[src/sv/pat_pkg.sv]
// pat_pkg: shared types, codes and defaults for the page alias table.
// Used by pat_entry_check and page_alias_table; depends on nothing.
`timescale 1ns / 1ps

package pat_pkg;

  // Default table geometry
  localparam int CELLS_DEF   = 256;
  localparam int ALIASES_DEF = 8;

  localparam int OWNER_W = 16;
  localparam int ADDR_W  = 32;

  // Command codes
  localparam logic [1:0] CMD_GET     = 2'd0;
  localparam logic [1:0] CMD_ALIAS   = 2'd1;
  localparam logic [1:0] CMD_RELEASE = 2'd2;

  // Status codes
  localparam logic [2:0] ST_OK        = 3'd0;
  localparam logic [2:0] ST_NO_CELL   = 3'd1;
  localparam logic [2:0] ST_NOT_FOUND = 3'd2;
  localparam logic [2:0] ST_NO_SLOT   = 3'd3;
  localparam logic [2:0] ST_REFUSED   = 3'd4;

  // One slot word; the backed bit has meaning only in slot 0 of a cell
  typedef struct packed {
    logic               backed;
    logic [OWNER_W-1:0] owner;
    logic [ADDR_W-1:0]  addr;
  } entry_t;

  // Match results for one slot word
  typedef struct packed {
    logic hit;       // owner and address equal the key
    logic free;      // owner and address both zero
    logic no_owner;  // owner zero
    logic backed;    // backed bit of the word
  } flags_t;

endpackage

[src/sv/pat_entry_check.sv]
// pat_entry_check: compares one slot word against the lookup key.
// Depends on pat_pkg for the entry and flag types.
`timescale 1ns / 1ps

module pat_entry_check (
  input  pat_pkg::entry_t                   entry,
  input  logic [pat_pkg::OWNER_W-1:0]       key_owner,
  input  logic [pat_pkg::ADDR_W-1:0]        key_addr,
  output pat_pkg::flags_t                   flags
);

  logic owner_zero;
  logic addr_zero;

  // Decode the word
  assign owner_zero     = (entry.owner == '0);
  assign addr_zero      = (entry.addr == '0);
  assign flags.hit      = (entry.owner == key_owner) && (entry.addr == key_addr);
  assign flags.free     = owner_zero && addr_zero;
  assign flags.no_owner = owner_zero;
  assign flags.backed   = entry.backed;

endmodule

[config.mk]
export PLATFORM = sky130hd
export DESIGN_NAME = pat_entry_check
export DESIGN_NICKNAME = d
export VERILOG_FILES = /design/src/sv/pat_pkg.sv /design/src/sv/pat_entry_check.sv
export SDC_FILE = /design/constraint.sdc
export NUM_CORES = 1
export LEC_CHECK = 0
export BUFFER_PORTS_ARGS = -buffer_cell sky130_fd_sc_hd__buf_2
export CORE_MARGIN = 2
export CORE_UTILIZATION = 30
export DETAILED_ROUTE_END_ITERATION = 10
export PLACE_DENSITY_LB_ADDON = 0.08
export SLEW_MARGIN = 20
export SYNTH_ARGS = -nofsm -noshare
export SYNTH_HDL_FRONTEND = slang
export SYNTH_SLANG_ARGS = --single-unit
[constraint.sdc]
create_clock -name vclk -period 0.85
set_input_delay 0.0425 -clock vclk [all_inputs]
set_output_delay 0.0425 -clock vclk [all_outputs]
set_load 0.01 [all_outputs]
Word level (Yosys, flattened, before mapping)
Cells that the tools add are included.
{"block": "totals", "ff_bits": 0, "latch_bits": 0, "ram_bits": 0, "romBits": 0, "in_bits": 97, "out_inout_bits": 4, "mem_count": 0}
{"block": "op_classes", "addsub": 0, "multipliers": 0, "div_mod_pow": 0, "magnitude_cmp": 0, "n_eq_ne": 2, "shifts": 0, "n_mux": 0, "bitwise": 0, "reduce_logical": 4}
{"operator": "32-bit == test", "n": 1}
{"operator": "32-bit zero test", "n": 1}
{"operator": "16-bit == test", "n": 1}
{"operator": "16-bit zero test", "n": 1}
{"operator": "1-bit logical AND", "n": 2}

Depth between registers and ports, before layout
{"block": "logic_depth", "depth_word": 2, "ltp_mapped": 4}

Least setup slack after synthesis
Ideal clock, no wire load.
{"block": "synth_timing", "kind": "in2out", "startpoint": "in key_addr[16] in the netlist's numbering", "endpoint": "out flags[3] in the netlist's numbering", "arrival_time_ns": 0.817, "setup_slack_ns": -0.009, "cell_stages": 4, "path_cell_list": "xor2_1 > nor4_1 > nand4_1 > nor3_2"}
{"item": "from (decl)", "line_no": "pat_entry_check.sv:8", "source": "input logic [pat_pkg::ADDR_W-1:0] key_addr,"}
{"item": "to (decl)", "line_no": "pat_entry_check.sv:9", "source": "output pat_pkg::flags_t flags"}

==> results.txt <==
sky130_fd_sc_hd__xor2_1 takes more of the synthesized area than any other cell. The quantity of I/O buffers inserted on ports came out at a little under 100. The switching share of power is between 40% and 50%. During I/O placement, the number of pins put on the boundary was roughly 100.

The initial cell density of the core came out at 32.2%. The minimum setup slack in the final design came out at -0.323 ns. Of the total synthesized cell area, the portion taken by full adders, half adders and majority gates is 0%. The register area came out at 0 µm².

The clock power share came out at 0%. Counting the fill cells in the layout gives around 180. The internal portion of the total power is 316 µW. After layout, the clock buffer instance count stands at 0.

After legalization and detailed placement, the total HPWL measured ~2400 µm. The critical path is of the primary input to output pin type. After detailed placement, the total cell area comes to ~0.0012 mm².

Of the total synthesized cell area, the portion taken by XOR and XNOR cells is 65.1%. The number of max-slew violations in the final report is 0. Summing over every cut layer, the via total after detailed routing is 1016.

The top cell types in the final layout, fill and taps aside, are 95 x sky130_fd_sc_hd__buf_2, 47 x sky130_fd_sc_hd__xor2_1, 12 x sky130_fd_sc_hd__nor4_2. The final instance area is 0.00136 mm². The cell count of the worst hold path is 0. The violation count after the first detailed-routing iteration came out at 2.

The total number of sequential cells came out at 0. The width of the die came out at 50.4 µm. The final core utilization is around two thirds. The count of inserted antenna diode cells is 0. After detailed routing, the average wire length per cell comes to 12.7 µm. Entering global routing, the biggest net connects 3 pins. The placeable core region came out at 0.00200 mm².

The tightest min-delay check is of the primary input to output pin type. The synthesis-to-layout area growth came out at 110%. At the end of routability-driven placement, the weighted congestion stood at ~0.68. The DRC violations left came out at 0.

The flow ran to the end, but the final reports show violations. The synthesized-area fraction occupied by and/or/nand/nor cells is 32.6%. After floorplanning, the core was divided into 16 placement rows. The global routing usage summed across all routing layers is between 20 and 25%. The part of the power in combinational logic came out at 100.0%. The relative slew slack is 79.0%. The remaining antenna violation count after routing came out at 0. The final count of hold timing violations is 0.

The average footprint of a synthesized cell came out at 7.78 µm². Data on the critical path is required at its endpoint by ~0.81 ns. Setup violations remaining at the end of the flow were counted as 3. The number of warning messages in the yosys log came out at 0.

The count of different cell masters after synthesis came out at 8. The number of instances in the synthesized netlist is between 80 and 90. The number of max-cap violations is 0. The sequential group share of total power is 0%. Summing the sequential cell areas from Yosys gives 0% of the chip area. The part of the cycle the worst path needs is 138%.

The wire length of the first global-routing pass came out at 4020 µm. The number of antenna violations at the first check in global routing came out at 0. Leaving out fill and tap cells, the most frequent cell in the layout is sky130_fd_sc_hd__buf_2. The average vias per placed instance is 4.75. The number of iterations in the first detailed-routing pass is 4.

The worst setup path is captured at an output pin. The power density over the cells is 430 mW/mm². The aggregate routed wire length came out at 2710 µm. In the post-synthesis netlist, the biggest area contributors are sky130_fd_sc_hd__xor2_1 65%, sky130_fd_sc_hd__nor4_1 23%, sky130_fd_sc_hd__nand4_1 4.8%. The cell count after placement came out at 214. After synthesis, the largest area contributor takes up 65.1% of total cell area. The compound-gate portion of the synthesized area is 0%. The via count of the first global-routing pass came out at between 1000 and 1500. Setup repair after global routing could not meet its margin everywhere. The final total negative setup slack is -0.498 ns. The worst setup path startpoint is entry[9].

For the pin with the worst max-slew slack, the measured transition is 0.312 ns. The area of the die is 0.00254 mm². The post-synth design cell area is 646 µm². The number of nets in the synthesized netlist is 180. The final period demand of the worst path is 1.17 ns.

For this run, the top clock speed supported by timing is 852 MHz. The combinational family with the most area after synthesis is XOR/XNOR gates. The worst-case vdd ir drop came out at 0.000243 V.

In this run the static leakage power is 0.000674 µW. The floorplan step set the die height to 50.4 µm. The top fanout value on the critical path is 2. STA puts the critical path data arrival time at 1.13 ns. The finished layout holds 214 standard cells, fillers aside.

For this design, the CTS-stage hold fixing added 0 buffers. The fraction of synthesized area in multiplexers came out at 0%. The post-route netlist has between 60% and 70% of its cells at a drive strength greater than 1.

The worst setup path is launched from a primary input. The count of nets after finishing came out at around 290. The checks that failed: setup timing. The most critical setup path has its endpoint at flags[3]. In this run the power spent charging and discharging nets is approximately 270 µW. The total overflow left after global routing is 0.
## cell usage after synthesis, drive strengths merged
| master | instances |
|---|---|
| xor2 | 48 |
| and2 | 1 |
| nor3 | 1 |
| nor4 | 24 |
| buf | 2 |
| nor2 | 1 |
| and4 | 1 |
| nand4 | 5 |
## worst max-delay path, stage by stage
cell and delay [ns]:
sky130_fd_sc_hd__buf_8 0.10, sky130_fd_sc_hd__xor2_2 0.17, sky130_fd_sc_hd__nor4_2 0.31, sky130_fd_sc_hd__nand4_1 0.17, sky130_fd_sc_hd__nor3_2 0.19, sky130_fd_sc_hd__buf_2 0.15
## area by class of cell
cell class,instances,area (µm²),share of cell area [%]
multi-input cells,81,743,54.7
well taps,27,33.8,2.49
repair buffers,106,581,42.8
## cell families after synthesis
| group | after synthesis |
|---|---|
| AND/OR/NAND/NOR | 33 |
| XOR/XNOR | 48 |
| buffers and inverters | 2 |
## power groups by stage
stage / combinational (µW) / clock (µW) / sequential [µW]
floorplan: 175 / 0 / 0
global placement: 501 / 0 / 0
detailed placement: 511 / 0 / 0
CTS: 548 / 0 / 0
global route: 634 / 0 / 0
finish: 583 / 0 / 0
## per-layer routing
layer,up-vias,global-route usage (%),wire length [µm]
li1,516,-,-
met1,440,22.2,1010
met2,60,41.9,1430
met3,0,2.38,270
met4,0,0,0
met5,-,0,0
## worst min path at each step
stage                    from  slack, ns       end
floorplan           entry[48]       0.18  flags[0]
global placement    entry[48]       0.09  flags[0]
detailed placement  entry[48]       0.09  flags[0]
CTS                 entry[48]       0.09  flags[0]
global route        entry[48]       0.09  flags[0]
finish              entry[48]       0.09  flags[0]
## per-stage QoR
step           setup WS, ns  hold slack (ns)  power, µW
2_1_floorplan      -0.00916            0.177        175
3_3_place_gp         -0.374           0.0852        501
3_5_place_dp         -0.391           0.0852        511
4_1_cts              -0.306           0.0852        548
5_1_grt              -0.404           0.0850        634
6_report             -0.323           0.0851        583
## what timing repair did
action | in CTS | in global routing
gates resized for setup | 12 | 12
hold endpoints to repair | 0 | 0
setup buffers | 0 | 0
endpoints found under the setup margin | 3 | 3
pin swaps | 6 | 8
Power figures use the tool's default switching activity.
